File: config.mk
export PLATFORM = sky130hd
export DESIGN_NAME = ale_cell
export DESIGN_NICKNAME = d
export VERILOG_FILES = /design/src/sv/ale_pkg.sv /design/src/sv/ale_cell.sv
export SDC_FILE = /design/constraint.sdc
export NUM_CORES = 1
export LEC_CHECK = 0
export ABC_AREA = 1
export BUFFER_PORTS_ARGS = -buffer_cell sky130_fd_sc_hd__buf_2
export CAP_MARGIN = 20
export CORE_MARGIN = 2
export CORE_UTILIZATION = 30
export DETAILED_ROUTE_END_ITERATION = 8
export GPL_TIMING_DRIVEN = 1
export PLACE_DENSITY = 0.66
export SLEW_MARGIN = 15
export SYNTH_ARGS = -nofsm -noshare
export SYNTH_HDL_FRONTEND = slang
export SYNTH_SLANG_ARGS = --single-unit
File: constraint.sdc
create_clock -name clk -period 8.4 [get_ports clk]
set_clock_uncertainty 0.2 [all_clocks]
set_input_delay 1.26 -clock clk [delete_from_list [all_inputs] [get_ports clk]]
set_output_delay 1.26 -clock clk [all_outputs]
set_load 0.02 [all_outputs]
File: src/sv/ale_pkg.sv
// ----------------------------------------------------------------------------
// ale_pkg
// Shared types, codes and field layout for the array list engine.
// ----------------------------------------------------------------------------
package ale_pkg;

    // default sizing
    localparam int DEPTH_DEF       = 64;
    localparam int VALUE_WIDTH_DEF = 32;

    // field widths
    localparam int CMD_W  = 3;
    localparam int WORD_W = 32;
    localparam int POS_W  = 7;
    localparam int STAT_W = 2;

    // stream payload layout
    localparam int IN_FIELDS_W  = CMD_W + WORD_W + POS_W;
    localparam int OUT_FIELDS_W = STAT_W + WORD_W + 1 + POS_W;
    localparam int IN_TDATA_W   = ((IN_FIELDS_W + 7) / 8) * 8;
    localparam int OUT_TDATA_W  = ((OUT_FIELDS_W + 7) / 8) * 8;
    localparam int IN_PAD_W     = IN_TDATA_W - IN_FIELDS_W;
    localparam int OUT_PAD_W    = OUT_TDATA_W - OUT_FIELDS_W;

    // output field offsets
    localparam int O_DATA_LSB  = STAT_W;
    localparam int O_FOUND_BIT = STAT_W + WORD_W;
    localparam int O_LEN_LSB   = STAT_W + WORD_W + 1;

    // command codes
    localparam logic [CMD_W-1:0] CMD_APPEND   = 3'd0;
    localparam logic [CMD_W-1:0] CMD_INSERT   = 3'd1;
    localparam logic [CMD_W-1:0] CMD_READ     = 3'd2;
    localparam logic [CMD_W-1:0] CMD_READ_END = 3'd3;
    localparam logic [CMD_W-1:0] CMD_CONTAINS = 3'd4;
    localparam logic [CMD_W-1:0] CMD_REMOVE   = 3'd5;
    localparam logic [CMD_W-1:0] CMD_POP      = 3'd6;

    // status codes
    localparam logic [STAT_W-1:0] ST_DONE  = 2'd0;
    localparam logic [STAT_W-1:0] ST_FULL  = 2'd1;
    localparam logic [STAT_W-1:0] ST_RANGE = 2'd2;

    // operation broadcast to the cell row
    typedef struct packed {
        logic ins;  // write at idx, cells above take left neighbor
        logic rem;  // cells at idx and above take right neighbor
    } cell_op_t;

endpackage

File: src/sv/ale_cell.sv
// ----------------------------------------------------------------------------
// ale_cell
// One list slot: holds an entry, shifts with its neighbors, compares and reads.
// ----------------------------------------------------------------------------
module ale_cell
    import ale_pkg::*;
#(
    parameter int VALUE_WIDTH = VALUE_WIDTH_DEF,
    parameter int IDX_W       = 6,
    parameter int CNT_W       = 7,
    parameter int INDEX       = 0
)
(
    input  logic                   clk,
    input  cell_op_t               op,
    input  logic [IDX_W-1:0]       idx,
    input  logic [CNT_W-1:0]       count,
    input  logic [VALUE_WIDTH-1:0] value,
    input  logic [VALUE_WIDTH-1:0] left,
    input  logic [VALUE_WIDTH-1:0] right,
    output logic [VALUE_WIDTH-1:0] entry,
    output logic                   hit,
    output logic [VALUE_WIDTH-1:0] rdata
);

    localparam logic [IDX_W-1:0] MY_IDX = IDX_W'(INDEX);
    localparam logic [CNT_W-1:0] MY_CNT = CNT_W'(INDEX);

    logic [VALUE_WIDTH-1:0] entry_reg;
    logic [VALUE_WIDTH-1:0] entry_next;

    always_comb
    begin
        entry_next = entry_reg;
        if (op.ins)
        begin
            if (MY_IDX == idx)
                entry_next = value;
            else if (MY_IDX > idx)
                entry_next = left;
        end
        else if (op.rem)
        begin
            if (MY_IDX >= idx)
                entry_next = right;
        end
    end

    // entry storage needs no reset: only held slots are ever looked at
    always_ff @(posedge clk)
    begin
        entry_reg <= entry_next;
    end

    assign entry = entry_reg;
    assign hit   = (MY_CNT < count) && (entry_reg == value);
    assign rdata = (MY_IDX == idx) ? entry_reg : '0;

endmodule

# Word level (Yosys, flattened, before mapping)
# Index checks and enable logic that the tools add are counted.
dict set report word_totals {
  ff_bits 32
  inputBits 112
  output_inout_bits 65
}
dict set report classes {
  order_cmp 3
  n_eq_ne 2
  mux 6
  n_reduce_logical 5
}
# op n
set op_table {}
lappend op_table {{$mux 32} 6}
lappend op_table {{$eq 32x32->1} 1}
lappend op_table {{$lt 1x7->1 const A} 1}
lappend op_table {{$ge 1x6->1 const A} 1}
lappend op_table {{$gt 1x6->1 const A} 1}
lappend op_table {{$logic_not 6->1} 1}
lappend op_table {{$reduce_bool 2->1} 2}
lappend op_table {{$ne 3x1->1 const B} 1}
lappend op_table {{$reduce_and 3->1} 1}
lappend op_table {{$logic_and 1x1->1} 1}

# Depth between registers and ports, before layout
# Gate-level depths: netlist of run 1.
dict set report logic_depth {
  ltp_word 4
  mapped_depth 8
  mapped_depth_nobuf 8
}

# Worst setup path before layout of run 1
# OpenSTA, ideal clock, no wires.
dict set report synth_path {
  path_kind {input to register}
  startpoint {in idx[1]}
  endpoint {reg entry_reg[0] (netlist: entry[0]), enable pin}
  arrival_ns 3.255
  setup_slack_ns 4.524
  stages 5
  path_buffers 2
  cell_sequence {nor2_2 nand3_1 buf_4 buf_2 nor2_1}
}
dict set report synth_via {
  elab_chain_cells 3
  word_cells_on_any_way 6
  classes_between {2 x order compare; 1 x eq/ne; 3 x reduce/logical}
}
# element line_no
set synth_rtl {}
lappend synth_rtl {{start: declaration} ale_cell.sv:16} ;# input logic [IDX_W-1:0] idx,
lappend synth_rtl {{$gt 1x6->1 (tied with other cells)} ale_cell.sv:39} ;# else if (MY_IDX > idx)
lappend synth_rtl {{$ne 3x1->1 (no line) / $reduce_bool 2->1 (equally long branches)} -}
lappend synth_rtl {{$reduce_and 3->1 (no line) *} -}
lappend synth_rtl {{end signal: assignment} ale_cell.sv:52} ;# entry_reg <= entry_next;
lappend synth_rtl {{end: declaration} ale_cell.sv:29} ;# logic [VALUE_WIDTH-1:0] entry_reg;
# Mark *: on every way between the ends. The rest lies on a longest branch, timed or not.
# A chain may end at the register's enable or synchronous reset.

# Final worst setup path of run 1
dict set report layout_path {
  startpoint {in idx[1]}
  endpoint {out rdata[6]}
}
dict set report layout_via {
  elab_chain_cells 2
}
# element line_no
set layout_rtl {}
lappend layout_rtl {{$logic_not 6->1} ale_cell.sv:57} ;# assign rdata = (MY_IDX == idx) ? entry_reg : '0;
lappend layout_rtl {{$mux 32} ale_cell.sv:57}
lappend layout_rtl {{end: declaration} ale_cell.sv:23} ;# output logic [VALUE_WIDTH-1:0] rdata
# Every way passes these cells.

==> results.md, run 1 <==
* Gr usage total at 0.171
* Top post-synthesis cells by area: edfxtp_1 38%, nand2_1 12%, nor2_1 9.9%
* PD cells at around 110 nW/um2
* Synth Area in Compound Gates at 0.187
* Initial antenna violation count at 0
* Final Hold Viols at 0
* Crit Path Max Fanout at 83
* Clk buf depth at 2
* Xor/xnor cell area share of the yosys netlist at 0.0380
* Simple-gate portion of the synthesized area at 0.279
* CTS tree: built
* Antenna viol nets, final at 0
* DRT Pass-1 Iters at 4
* Antenna Cells at 0
* EDFF count, synth at 32
* Hold Startpoint: right[29]
* IO buf count at 176
* Critical path class: in2out
* Run status: finished clean
* Non-filler cells, final at 625
* Synth Area per Inst at 7.16 um2
* Die height at 95.9 um
* First-pass GRT wire length at 12.0 mm
* RSZ-0062 raised after global routing: no
* Hpwl dp at 6.22 mm
* Initial Util at 0.309
* Worst endpoint required time at a little under 7 ns
* Slew headroom at 0.332
* Fmax at 0.205 GHz
* Post-DR vias/cell at 4.62
* Post-Route WL at 8.18 mm
* Largest net degree at the start of global routing at 84
* Top Ports at 177
* Total power at 0.000407 W
* Crit. End Element: output pin
* FF+latch count, synth at 32
* Ys flop type: edfxtp_1
* Multi-input logic area at 1300 um2
* Post-synth ARST share at 0
* CTS buffer count at 5
* Setup violators final at 0
* Adder-Cell Fraction of Synth Area at 0
* Final #Nets at between 600 and 700
* Mux cell area share after synthesis at 0
* H-tree depth at 2
* Storage cell area at 961 um2
* Setup crit start kind: input pin
* Largest family of logic cells by synthesized area: simple AND/OR/NAND/NOR gates
* Number of global-route vias before repair at 2557
* Top cells by count, synth: 82 x nand2_1, 67 x nor2_1, 51 x inv_1
* Clock transition at path regs at 0.08 ns
* Area Growth Syn to Fin at 41.1%
* Hold path depth at 2
* Max-slew violation count at 0
* Max-Cap Viols at 0
* Cell with the most instances after synthesis: nand2_1
* Layout cell share with drive strength beyond 1 at 0.383
* Syn nets at about 470
* Min Clock Period, post-route at 4.89 ns
* RD Place Congestion at between 0.7 and 0.8
* Synthesized netlist cell count at 354
* Hold crit path type: in2reg
* Post-Route Setup TNS at 0 ns
* Overflow after GRT at 0
* Period utilisation layout at 0.582
* Dominant cell type by area after synthesis: edfxtp_1
* Hold Slack at 1.05 ns
* VDD IR-drop max at around 0.055 mV
* Die ar. at between 9000 and 10000 um2
* Hold endpoint: entry[29]
* # fillers at 883
* DR vias at 2885
* Core area at 8220 um2
* Yosys top cell area share at 0.379
* Post-synthesis sequential area ratio at 0.379
* DRC viols at 0
* Count of different cell masters after synthesis at 22
* Rows at 33
* Hold buffers post-CTS at 0
* 1st-iter DRT viols at between 100 and 150
* Tightest Pin Transition at between 0.9 and 1 ns
* Clk sinks at 32
* Leakage at ~1.9 nW
* Largest register FFs at 32
* Root Driver: clkbuf_8
* Routed wire per std cell at 13.1 um
* Setup bufs post-CTS at 0
* Syn Std Cell Area at 2540 um2
* Placed Cells at between 600 and 700
* Post_cts resized at 0
* Crit path DAT at 3.43 ns
* Die Width at ~96 um
* Yosys warning total at 0
==> metal layers <==
layer	GRT usage	wire, um
met1	0.224	3730
met2	0.286	3870
met3	0.0368	469
met4	0.0417	120
met5	0	0
==> cell type report <==
class                      instances  area share
clock buffer                       5      0.0192
clock inverter                     3      0.0105
inverter                          51      0.0535
multi-input combinational        252       0.363
sequential                        32       0.269
tap                              105      0.0367
timing repair buffer             177       0.248
==> placed cells by master, fill, tap and decap left out, types with 2 or more instances in the layout <==
cell / n
clkbuf_8: 5
o21ai_0: 3
inv_1: 51
nand4_1: 14
nor2_1: 66
edfxtp_1: 32
nand2_1: 82
o21a_1: 18
buf_2: 176
clkinv_1: 2
o211ai_1: 8
xnor2_1: 10
nand3_1: 4
a21oi_1: 28
nor2_2: 3
o211ai_2: 10
==> worst max path at each step <==
stage / depth (start not counted) / startpoint / to / slack, ns
2_1_floorplan: 5 / idx[1] / entry[0] / 4.52
3_3_place_gp: 5 / idx[3] / rdata[6] / 3.55
3_5_place_dp: 5 / idx[3] / rdata[6] / 3.53
4_1_cts: 5 / idx[3] / rdata[6] / 3.52
5_1_grt: 5 / idx[1] / rdata[6] / 3.30
6_report: 5 / idx[1] / rdata[6] / 3.51
==> critical path, stage by stage <==
cell and delay [ns]:
buf_2 0.10, nor2_2 0.52, nand3_4 0.83, nor2_1 0.40, buf_2 0.22
==> metrics by stage <==
stage / setup slack (ns) / area, um2 / util
floorplan: 4.52 / 2540 / -
global placement: 3.55 / 3470 / 0.423
detailed placement: 3.53 / 3470 / 0.423
CTS: 3.52 / 3580 / 0.436
global route: 3.30 / 3580 / 0.436
finish: 3.51 / 3580 / 0.436
==> cell families (layout without fill, tap and decap cells) <==
kind of cell | count (synthesis) | after routing
compound gates | 67 | 67
xor+xnor | 11 | 11
buf+inv | 70 | 236
flops | 32 | 32
simple gates | 174 | 174
==> where the power goes <==
group          switching, W  leakage (nW)  total (W)  internal (W)
registers        0.00000113         0.298   0.000180      0.000179
clock network     0.0000600        0.0532   0.000146     0.0000864
logic             0.0000424          1.55  0.0000803     0.0000378
total              0.000104          1.90   0.000407      0.000303
Power figures use the tool's default switching activity.
==> run 2: changes to the inputs <==
==> constraint.sdc (replaced) <==
create_clock -name clk -period 4.98 [get_ports clk]
set_clock_uncertainty 0.2 [all_clocks]
set_input_delay 0.747 -clock clk [delete_from_list [all_inputs] [get_ports clk]]
set_output_delay 0.747 -clock clk [all_outputs]
set_load 0.02 [all_outputs]
==> run 2 against run 1 <==
Worst setup slack got worse by 2.2 ns. Power rose by 56%. Combinational power rose by 71%. Critical path depth rose by 1. Largest cell class unchanged. Hold slack got worse by 0.51 ns. Wire length rose by 3.2%. Final cell count rose by 0.32%. Core utilization fell by 0.14 points. Sequential cell count did not move. Global-route usage rose by 0.23 points.
==> results.md, run 2 (same netlist as run 1, synthesis figures left out) <==
* Layout cell share with drive strength beyond 1 at 0.383
* Met3 wire length at 558 um
* Antenna Cells at 0
* VDD IR-drop max at 0.0836 mV
* Overflow after GRT at 0
* Fmax at roughly 0.27 GHz
* Crit Path Max Fanout at 43
* Max-Cap Viols at 0
* Root Driver: clkbuf_8
* RD Place Congestion at 0.843
* Initial antenna violation count at 0
* DRT Pass-1 Iters at 4
* Crit path DAT at 2.70 ns
* RSZ-0062 raised after global routing: no
* Die height at between 90 and 100 um
* Max-slew violation count at 0
* Final Hold Viols at 0
* 1st-iter DRT viols at 176
* Antenna viol nets, final at 0
* Largest register FFs at 32
* Number of global-route vias before repair at 2506
* Min Clock Period, post-route at 3.65 ns
* Critical path class: in2out
* CTS buffer count at 5
* Worst endpoint required time at 4.03 ns
* PD cells at 178 nW/um2
* Clk sinks at 32
* Setup bufs post-CTS at 0
* Period utilisation layout at 0.732
* Setup violators final at 0
* First-pass GRT wire length at 12.1 mm
* Post-DR vias/cell at 4.59
* Hpwl dp at ~6.6 mm
* Routed wire per std cell at ~13 um
* Slew headroom at 0.380
* Gr usage total at 0.173
* Routed length on met1 at 3.79 mm
* Hold Slack at 0.534 ns
* Hold crit path type: in2reg
* Die ar. at a little over 9000 um2
* Setup crit start kind: input pin
* Clk buf depth at 2
* Initial Util at 0.309
* H-tree depth at 2
* DR vias at 2875
* Leading cell type in the layout, fill and taps excluded: buf_2
* Top Ports at 177
* Core area at 8220 um2
* Rows at 33
* Post_cts resized at 0
* Leakage at 1.90 nW
* Clock transition at path regs at roughly 0.070 ns
* Placed Cells at ~620
* Crit. End Element: output pin
* Post-Route WL at 8.45 mm
* Hold buffers post-CTS at 0
* CTS tree: built
* Area Growth Syn to Fin at 40.7%
* IO buf count at roughly 180
* Die Width at 95.9 um
* Final #Nets at 633
* Post-Route Setup TNS at 0 ns
* Met2 Wirelength at 4.01 mm
* DRC viols at 0
* Run status: finished clean
* Non-filler cells, final at 627
* Tightest Pin Transition at 0.928 ns
* Commonest cells after routing, fill and taps aside: 176 x buf_2, 82 x nand2_1, 66 x nor2_1
* Largest net degree at the start of global routing at 52
* Top layer reached by signal wires: met4
## run 2: cell types whose count changed in the layout (fill, tap and decap cells not counted), sizes merged
cell / change
clkbuf: +2
buf: +2
bufinv: -1
clkinv: -1
## run 2: layout make-up
cell class                      count  area, um2
Fill cell                         870       4650
Multi-Input combinational cell    252       1300
Sequential cell                    32        961
Timing Repair Buffer              179        903
Inverter                           51        191
Tap cell                          105        131
Clock buffer                        7       76.3
Clock inverter                      1       3.75
## run 2: worst max-delay path: stages
cell and delay, ns:
buf_2 0.10, nor2_2 0.54, nand3_4 0.57, buf_4 0.43, nor2_1 0.12, buf_2 0.18
## run 2: through the flow
step           instance area (um2)  worst slack (ns)  utilization  total power [W]
6_report                      3570              1.33        0.434         0.000635
5_1_grt                       3570              1.17        0.434         0.000667
4_1_cts                       3570              1.30        0.434         0.000645
3_5_place_dp                  3490              1.31        0.424         0.000447
3_3_place_gp                  3490              1.47        0.424         0.000443
2_1_floorplan                 2540              1.62            -         0.000380
## run 2: per-layer routing
metal  track usage  vias to the layer above
met2         0.282                      110
met5             0                        -
li1              -                     1477
met4        0.0417                        0
met3        0.0345                       11
met1         0.236                     1277
## run 2: where the power goes
group	internal, W	switching, W	total [W]
clock network	0.0000973	0.0000974	0.000195
logic	0.0000640	0.0000731	0.000137
registers	0.000302	0.00000196	0.000303
## run 2: path summary, 6_finish.rpt
kind,from,to,slack [ns],cells after the start
max,idx[1],rdata[10],1.33,6
min,right[13],entry[13],0.53,2
