--- src/sv/ale_pkg.sv ---
// ----------------------------------------------------------------------------
// ale_pkg
// Shared types, codes and field layout for the array list engine.
// ----------------------------------------------------------------------------
package ale_pkg;

    // default sizing
    localparam int DEPTH_DEF       = 64;
    localparam int VALUE_WIDTH_DEF = 32;

    // field widths
    localparam int CMD_W  = 3;
    localparam int WORD_W = 32;
    localparam int POS_W  = 7;
    localparam int STAT_W = 2;

    // stream payload layout
    localparam int IN_FIELDS_W  = CMD_W + WORD_W + POS_W;
    localparam int OUT_FIELDS_W = STAT_W + WORD_W + 1 + POS_W;
    localparam int IN_TDATA_W   = ((IN_FIELDS_W + 7) / 8) * 8;
    localparam int OUT_TDATA_W  = ((OUT_FIELDS_W + 7) / 8) * 8;
    localparam int IN_PAD_W     = IN_TDATA_W - IN_FIELDS_W;
    localparam int OUT_PAD_W    = OUT_TDATA_W - OUT_FIELDS_W;

    // output field offsets
    localparam int O_DATA_LSB  = STAT_W;
    localparam int O_FOUND_BIT = STAT_W + WORD_W;
    localparam int O_LEN_LSB   = STAT_W + WORD_W + 1;

    // command codes
    localparam logic [CMD_W-1:0] CMD_APPEND   = 3'd0;
    localparam logic [CMD_W-1:0] CMD_INSERT   = 3'd1;
    localparam logic [CMD_W-1:0] CMD_READ     = 3'd2;
    localparam logic [CMD_W-1:0] CMD_READ_END = 3'd3;
    localparam logic [CMD_W-1:0] CMD_CONTAINS = 3'd4;
    localparam logic [CMD_W-1:0] CMD_REMOVE   = 3'd5;
    localparam logic [CMD_W-1:0] CMD_POP      = 3'd6;

    // status codes
    localparam logic [STAT_W-1:0] ST_DONE  = 2'd0;
    localparam logic [STAT_W-1:0] ST_FULL  = 2'd1;
    localparam logic [STAT_W-1:0] ST_RANGE = 2'd2;

    // operation broadcast to the cell row
    typedef struct packed {
        logic ins;  // write at idx, cells above take left neighbor
        logic rem;  // cells at idx and above take right neighbor
    } cell_op_t;

endpackage

--- src/sv/ale_ctrl.sv ---
// ----------------------------------------------------------------------------
// ale_ctrl
// Command decode, length counter and result register for the list engine.
// ----------------------------------------------------------------------------
module ale_ctrl
    import ale_pkg::*;
#(
    parameter int DEPTH = DEPTH_DEF,
    parameter int IDX_W = 6,
    parameter int CNT_W = 7
)
(
    input  logic              clk,
    input  logic              rst_n,
    input  logic              req_valid,
    output logic              req_ready,
    input  logic [CMD_W-1:0]  cmd,
    input  logic [POS_W-1:0]  position,
    input  logic [WORD_W-1:0] sel_word,
    input  logic              any_hit,
    output cell_op_t          op,
    output logic [IDX_W-1:0]  idx,
    output logic [CNT_W-1:0]  count,
    output logic              rsp_valid,
    input  logic              rsp_ready,
    output logic [STAT_W-1:0] status,
    output logic [WORD_W-1:0] data_out,
    output logic              found,
    output logic [POS_W-1:0]  length
);

    localparam int CMP_W = (CNT_W > POS_W) ? CNT_W : POS_W;

    logic [CNT_W-1:0]  count_reg;
    logic [CNT_W-1:0]  count_next;
    logic              rsp_valid_reg;
    logic [STAT_W-1:0] status_reg;
    logic [WORD_W-1:0] data_reg;
    logic              found_reg;
    logic [POS_W-1:0]  length_reg;

    logic              fire;
    logic [CMP_W-1:0]  pos_x;
    logic [CMP_W-1:0]  cnt_x;
    logic              full;
    logic              empty;
    logic [CNT_W-1:0]  cnt_inc;
    logic [CNT_W-1:0]  cnt_dec;
    cell_op_t          op_c;
    logic              rd_c;
    logic              found_c;
    logic [STAT_W-1:0] status_c;

    assign req_ready = !rsp_valid_reg || rsp_ready;
    assign fire      = req_valid && req_ready;

    assign pos_x   = CMP_W'(position);
    assign cnt_x   = CMP_W'(count_reg);
    assign full    = (count_reg == CNT_W'(DEPTH));
    assign empty   = (count_reg == '0);
    assign cnt_inc = count_reg + CNT_W'(1);
    assign cnt_dec = count_reg - CNT_W'(1);

    always_comb
    begin
        op_c       = '0;
        idx        = '0;
        rd_c       = 1'b0;
        found_c    = 1'b0;
        status_c   = ST_DONE;
        count_next = count_reg;
        case (cmd)
            CMD_APPEND:
            begin
                if (full)
                    status_c = ST_FULL;
                else
                begin
                    op_c.ins   = 1'b1;
                    idx        = count_reg[IDX_W-1:0];
                    count_next = cnt_inc;
                end
            end
            CMD_INSERT:
            begin
                if (pos_x > cnt_x)
                    status_c = ST_RANGE;
                else if (full)
                    status_c = ST_FULL;
                else
                begin
                    op_c.ins   = 1'b1;
                    idx        = pos_x[IDX_W-1:0];
                    count_next = cnt_inc;
                end
            end
            CMD_READ:
            begin
                if (pos_x >= cnt_x)
                    status_c = ST_RANGE;
                else
                begin
                    rd_c = 1'b1;
                    idx  = pos_x[IDX_W-1:0];
                end
            end
            CMD_READ_END:
            begin
                if (empty)
                    status_c = ST_RANGE;
                else
                begin
                    rd_c = 1'b1;
                    idx  = cnt_dec[IDX_W-1:0];
                end
            end
            CMD_CONTAINS:
            begin
                found_c = any_hit;
            end
            CMD_REMOVE:
            begin
                if (pos_x >= cnt_x)
                    status_c = ST_RANGE;
                else
                begin
                    rd_c       = 1'b1;
                    op_c.rem   = 1'b1;
                    idx        = pos_x[IDX_W-1:0];
                    count_next = cnt_dec;
                end
            end
            CMD_POP:
            begin
                if (empty)
                    status_c = ST_RANGE;
                else
                begin
                    rd_c       = 1'b1;
                    idx        = cnt_dec[IDX_W-1:0];
                    count_next = cnt_dec;
                end
            end
            default:
            begin
                status_c = ST_DONE;
            end
        endcase
    end

    assign op = fire ? op_c : '0;

    always_ff @(posedge clk or negedge rst_n)
    begin
        if (!rst_n)
        begin
            count_reg     <= '0;
            rsp_valid_reg <= 1'b0;
        end
        else
        begin
            if (fire)
            begin
                count_reg     <= count_next;
                rsp_valid_reg <= 1'b1;
            end
            else if (rsp_ready)
            begin
                rsp_valid_reg <= 1'b0;
            end
        end
    end

    always_ff @(posedge clk)
    begin
        if (fire)
        begin
            status_reg <= status_c;
            data_reg   <= rd_c ? sel_word : '0;
            found_reg  <= found_c;
            length_reg <= POS_W'(count_next);
        end
    end

    assign count     = count_reg;
    assign rsp_valid = rsp_valid_reg;
    assign status    = status_reg;
    assign data_out  = data_reg;
    assign found     = found_reg;
    assign length    = length_reg;

endmodule

--- config.mk ---
export PLATFORM = sky130hd
export DESIGN_NAME = ale_ctrl
export DESIGN_NICKNAME = d
export VERILOG_FILES = /design/src/sv/ale_pkg.sv /design/src/sv/ale_ctrl.sv
export SDC_FILE = /design/constraint.sdc
export NUM_CORES = 1
export LEC_CHECK = 0
export ABC_AREA = 1
export BUFFER_PORTS_ARGS = -buffer_cell sky130_fd_sc_hd__buf_2
export CORE_ASPECT_RATIO = 1.2
export CORE_MARGIN = 3
export CORE_UTILIZATION = 49
export DETAILED_ROUTE_END_ITERATION = 12
export PLACE_DENSITY = 0.82
export SETUP_SLACK_MARGIN = 0.2
export SLEW_MARGIN = 20
export SYNTH_ARGS = -nofsm -noshare
export SYNTH_HDL_FRONTEND = slang
export SYNTH_SLANG_ARGS = --single-unit
--- constraint.sdc ---
create_clock -name clk -period 2.4 [get_ports clk]
set_input_delay 0.12 -clock clk [delete_from_list [all_inputs] [get_ports clk]]
set_output_delay 0.12 -clock clk [all_outputs]
set_load 0.01 [all_outputs]
Word-level counts from Yosys, hierarchy flattened. Index checks and enable logic that the tools add are counted.

Logic and storage cells: 51. Output and inout port bits: 59. Register bits: 50.

Add/subtract/negate cells: 2. Magnitude comparators: 2. Reduce and logical (&&, ||, !) cells: 8. Equal/unequal tests: 7. Mux-type cells: 26.

Operators by type and width (count): 6-bit 2-to-1 mux (5); 7-bit 2-to-1 mux (4); 7-bit case mux with 4 select lines (1); 6-bit case mux with 4 select lines (1); 3-bit equality test, second input constant (3); 1-bit 2-to-1 mux (8); 2-bit 2-to-1 mux (4); 2-bit case mux with 4 select lines (1); 7-bit by 1-bit adder with 7-bit output, second input constant (1); 7-bit equality test, second input constant (1); 7-bit >= comparator (1); 7-bit greater-than comparator (1); 7-bit zero test (1); 7-bit by 1-bit subtractor with 7-bit output, second input constant (1); 3-bit by 2-bit equality test with 1-bit output, second input constant (2); 1-bit case mux with 2 select lines (2); 2-bit OR reduction (2); 3-bit by 1-bit equality test with 1-bit output, second input constant (1); 3-bit zero test (1); 2-bit nonzero test (1); 1-bit logical AND (1); 1-bit zero test (1); 1-bit logical OR (1).

Depth between registers and ports, before layout.
Depth after elaboration: 5. Depth in mapped cells: 16.

Least setup slack after synthesis. No wires, ideal clock.

Path type: reg2reg. Start: register rsp_valid_reg, in the netlist rsp_valid. End: register data_reg[0], in the netlist data_out[0], enable pin. Period minus slack after synthesis: 2.102 ns. Required time: 1.785 ns. Arrival: 1.487 ns. Cell stages (with the launch flop): 4. Setup time: 0.615 ns. Setup slack: 0.298 ns. Cell sequence: dfrtp_1 -> nand2_1 -> nand2_1 -> clkinv_1.

Word-level cells in the longest chain between the ends: 3.

RTL lines: start: declaration (RTL line ale_ctrl.sv:36) `logic rsp_valid_reg;`; start signal: assignment (RTL line ale_ctrl.sv:158) `rsp_valid_reg <= 1'b0;`; start signal: assignment (RTL line ale_ctrl.sv:165) `rsp_valid_reg <= 1'b1;`; start signal: assignment (RTL line ale_ctrl.sv:169) `rsp_valid_reg <= 1'b0;`; 1-bit zero test (RTL line ale_ctrl.sv:54) `assign req_ready = !rsp_valid_reg || rsp_ready;`; 1-bit logical OR (RTL line ale_ctrl.sv:54); net req_ready (RTL line ale_ctrl.sv:16) `output logic req_ready,`; 1-bit logical AND (RTL line ale_ctrl.sv:55) `assign fire = req_valid && req_ready;`; net fire (RTL line ale_ctrl.sv:42) `logic fire;`; end signal: assignment (RTL line ale_ctrl.sv:179) `data_reg <= rd_c ? sel_word : '0;`; end: declaration (RTL line ale_ctrl.sv:38) `logic [WORD_W-1:0] data_reg;`.

The timed path passes the listed nets, and every way through them passes these cells. A chain may end at the register's enable or synchronous reset.

Final worst setup path.
Start: register count_reg[2], in the netlist count[2]. End: output port idx[1].

Word-level cells in the longest chain between the ends: 4. Elaborated cells between the ends (all ways): 10. Classes of those cells: order compare (2); eq/ne (1); mux (6); reduce/logical (1).

RTL lines: start: declaration (RTL line ale_ctrl.sv:34) `logic [CNT_W-1:0] count_reg;`; start signal: assignment (RTL line ale_ctrl.sv:164) `count_reg <= count_next;`; branches (longest 3 deep; another with 7-bit >= comparator); 6-bit case mux with 4 select lines * (RTL line ale_ctrl.sv:72) `case (cmd)`; end: declaration (RTL line ale_ctrl.sv:22) `output logic [IDX_W-1:0] idx,`.

Every way passes the cells marked *.

==> key figures <==
Run status
  • Status: finished clean

Pwr
  • Switching part of the total power: 39.7%
  • Sequential share of power: 33.1%
  • Pwr per Cell Area: 964 mW/mm^2
  • Maximum VDD drop: 0.000581 V
  • Logic gate share of total power: 50.9%
  • Leakage power: 1.99 nW
  • Clock power frac: 16.0%
  • Psw: 1.45 mW
  • Cell Int Power: 2.20 mW

Floorplan
  • Initial Util: 51.7%
  • Core footprint: 0.00541 mm^2
  • Vert. Die Dim: 88.8 um
  • I/O pin count: 106
  • Die ar.: 0.00666 mm^2
  • Row cnt: 29
  • Chip width: 75.0 um

Worst setup path
  • Critical-path maximum fanout: 6
  • Req. time, crit path: 2.28 ns
  • CP Launch Type: flip-flop
  • Critical path's top delay family: simple AND/OR/NAND/NOR gates
  • CP Depth: 12
  • Critical path class: reg2out
  • Endpoint class of the critical path: primary output
  • Crit path DAT: 2.04 ns
  • CP peak stage delay: 0.40 ns
  • CP cell instances: inv_2, ha_4, a21oi_2, nand2_1, nand2_2, nand3_2, inv_2, nand2_2, nand2_4, nand2_1, o211ai_1, buf_2
  • Slowest CP cell: dfrtp_1
  • Worst path buffer plus inverter count: 3
  • Reg2reg path depth: 12

Finish
  • Final Non-Filler Cells: 506
  • ANT cells: 0
  • Most frequent cells in the layout: buf_2 (105), nand2_1 (74), inv_1 (50), edfxtp_1 (42), nor2_1 (40)
  • Layout cells sized above 1: 40.5%
  • Synth-to-Final Area Change: 35.2%
  • Most common cell after layout, fill and taps aside: buf_2
  • Final net count: 501
  • Largest register FFs: 32

Global routing
  • First-pass GRT wire length: 10,600 um
  • Vias in the first global route: 2,350
  • Largest net degree at the start of global routing: 38
  • Total track usage: 21.0%
  • Initial antenna violation count: 0
  • GRT overflow: 0

STA
  • Final Cycle Share: 89.9%
  • Setup_tns: 0 ns
  • Clk_skew: 0.00810 ns
  • Max Freq: 0.463 GHz
  • Max-slew violation count: 0
  • Slew margin rel.: 66.2%
  • Min cycle time layout: 2.16 ns
  • RSZ-0062 raised after global routing: false
  • Worst slew pin tran: 0.506 ns
  • Final Hold Fails: 0
  • Final setup vio count: 0

CTS
  • H-Tree Level Count: 2
  • CTS tree: yes
  • Root cell of the clock tree: clkbuf_8
  • CTS Buffer Depth: 2
  • CTS Sinks: 50
  • Insertion delay to the later sink of the worst-skew pair: 0.30 ns
  • Num CTS Buffers: 5
  • Worst-path clk slew: 0.09 ns

Routing
  • Vias per cell: 5.03
  • Vias: 2,547
  • First-pass iteration count of the detailed router: 5
  • Final WL: 7100 um
  • Drt drc: 0
  • Routed len/inst: 14.0 um
  • Routed Antenna Nets: 0
  • Iteration-0 DRC Markers: 105

Placement
  • I/O Buffers: 105
  • DP HPWL: 5210 um
  • GPL Wtd Cong: 0.911
  • Cells after DPL: 487

Synth
  • Seq/Total Area, Yosys: 52.2%
  • Async S/R FF share, synth: 16.0%
  • #FFs+latches synth: 50
  • Synth Flop Type: edfxtp_1
  • EDFF count, synth: 42
  • Distinct cell type count after synthesis: 32
  • Average size of a mapped cell: 8.83 um^2
  • Synth warnings: 0
  • Yosys top cell by area: edfxtp_1
  • Syn Nets: 375
  • Largest cells by area after synthesis: edfxtp_1 (45%), nand2_1 (11%), inv_1 (7.9%), dfrtp_1 (7.2%), nor2_1 (5.5%)
  • Post-Synthesis Cells: 317
  • Post-Syn Area: 0.00280 mm^2
  • Area share of the largest cell type after synthesis: 45.1%

Job
  • Max-Cap Viols: 0

Worst hold path
  • Hold depth: 3
  • Worst Hold Class: in2reg
power groups by stage:
stage / Sequential (mW) / Combinational, mW / Clock [mW]
2_1_floorplan: 1.33 / 0.937 / 0
3_3_place_gp: 1.22 / 1.51 / 0
3_5_place_dp: 1.23 / 1.55 / 0
4_1_cts: 1.21 / 1.64 / 0.596
5_1_grt: 1.22 / 2.04 / 0.629
6_report: 1.21 / 1.86 / 0.582
worst paths after layout:
kind	to	slack (ns)	start
max	idx[1]	0.24	count[2]
max in group asynchronous	count[0]	1.98	rst_n
max reg2reg	data_out[11]	0.37	count[0]
min reg2reg	rsp_valid	0.55	rsp_valid
min in group asynchronous	count[6]	0.23	rst_n
min	data_out[19]	0.11	sel_word[19]
worst register-to-register path: stages (launching register included):
cell and delay (ns):
dfrtp_2 0.43, buf_4 0.15, ha_1 0.17, inv_1 0.05
nand3_1 0.05, nand2_1 0.10, nand2_2 0.10, nand3_2 0.12
inv_2 0.06, buf_4 0.14, a21oi_4 0.15, buf_12 0.20
nor2_1 0.07
final cells by class:
class	count	area [um^2]
clock buffers	6	72.6
clock inverters	2	37.5
fillers	422	1630
inverters	62	233
multi-input cells	198	1200
flip-flops and latches	50	1460
well taps	62	77.6
repair buffers	126	698
synthesized netlist by cell type (2+ instances only):
cell,count
nand2_1,83
o221ai_1,3
nand3_2,3
nand2_2,2
inv_1,59
o21bai_1,2
nor2_4,3
dfrtp_1,8
nand4_1,2
edfxtp_1,42
o211ai_1,2
inv_2,2
o21ai_0,2
buf_6,4
xor2_1,7
nor2_1,41
nand3_1,21
a21oi_1,4
nor2_2,2
ha_1,11
buf_4,2
nor3_1,2
routing by layer:
| layer | global-route usage (%) | vias to the layer above | part of all wire (%) |
|---|---|---|---|
| met4 | 12.0 | 0 | 3.1 |
| met3 | 3.86 | 20 | 7.1 |
| met1 | 24.6 | 1151 | 40 |
| li1 | - | 1255 | - |
| met5 | 0 | - | 0 |
| met2 | 35.7 | 121 | 49 |
stage by stage:
step                utilization [%]  area [um^2]  total power [mW]  setup WS (ns)  hold WS (ns)
global route                   69.9         3780              3.89          0.132         0.112
finish                         69.9         3780              3.64          0.242         0.109
CTS                            66.7         3600              3.44          0.204        0.0883
floorplan                         -         2800              2.27          0.298        -0.176
global placement               63.3         3420              2.73          0.339       -0.0206
detailed placement             63.3         3420              2.78          0.248       -0.0210
repair_timing:
action / in CTS / in global routing
hold buffers: 1 / 0
buffers inserted: 4 / 6
pin swaps: 3 / 9
setup endpoints to repair: 6 / 10
gates resized for setup: 13 / 26
endpoints found under the hold margin: 8 / 0
cell families (layout without fill, tap and decap cells):
group                    count (synthesis)  in the layout  share of synthesized area, %
XOR/XNOR                                 7              7                          2.19
flip-flops                              50             50                          52.2
adder cells (fa/ha/maj)                 11             11                          4.92
AO/OA/AOI/OAI                           17             17                          4.56
buffers and inverters                   69            196                          10.6
AND/OR/NAND/NOR                        163            163                          25.5
No activity file was read; power rests on OpenSTA's default activity.
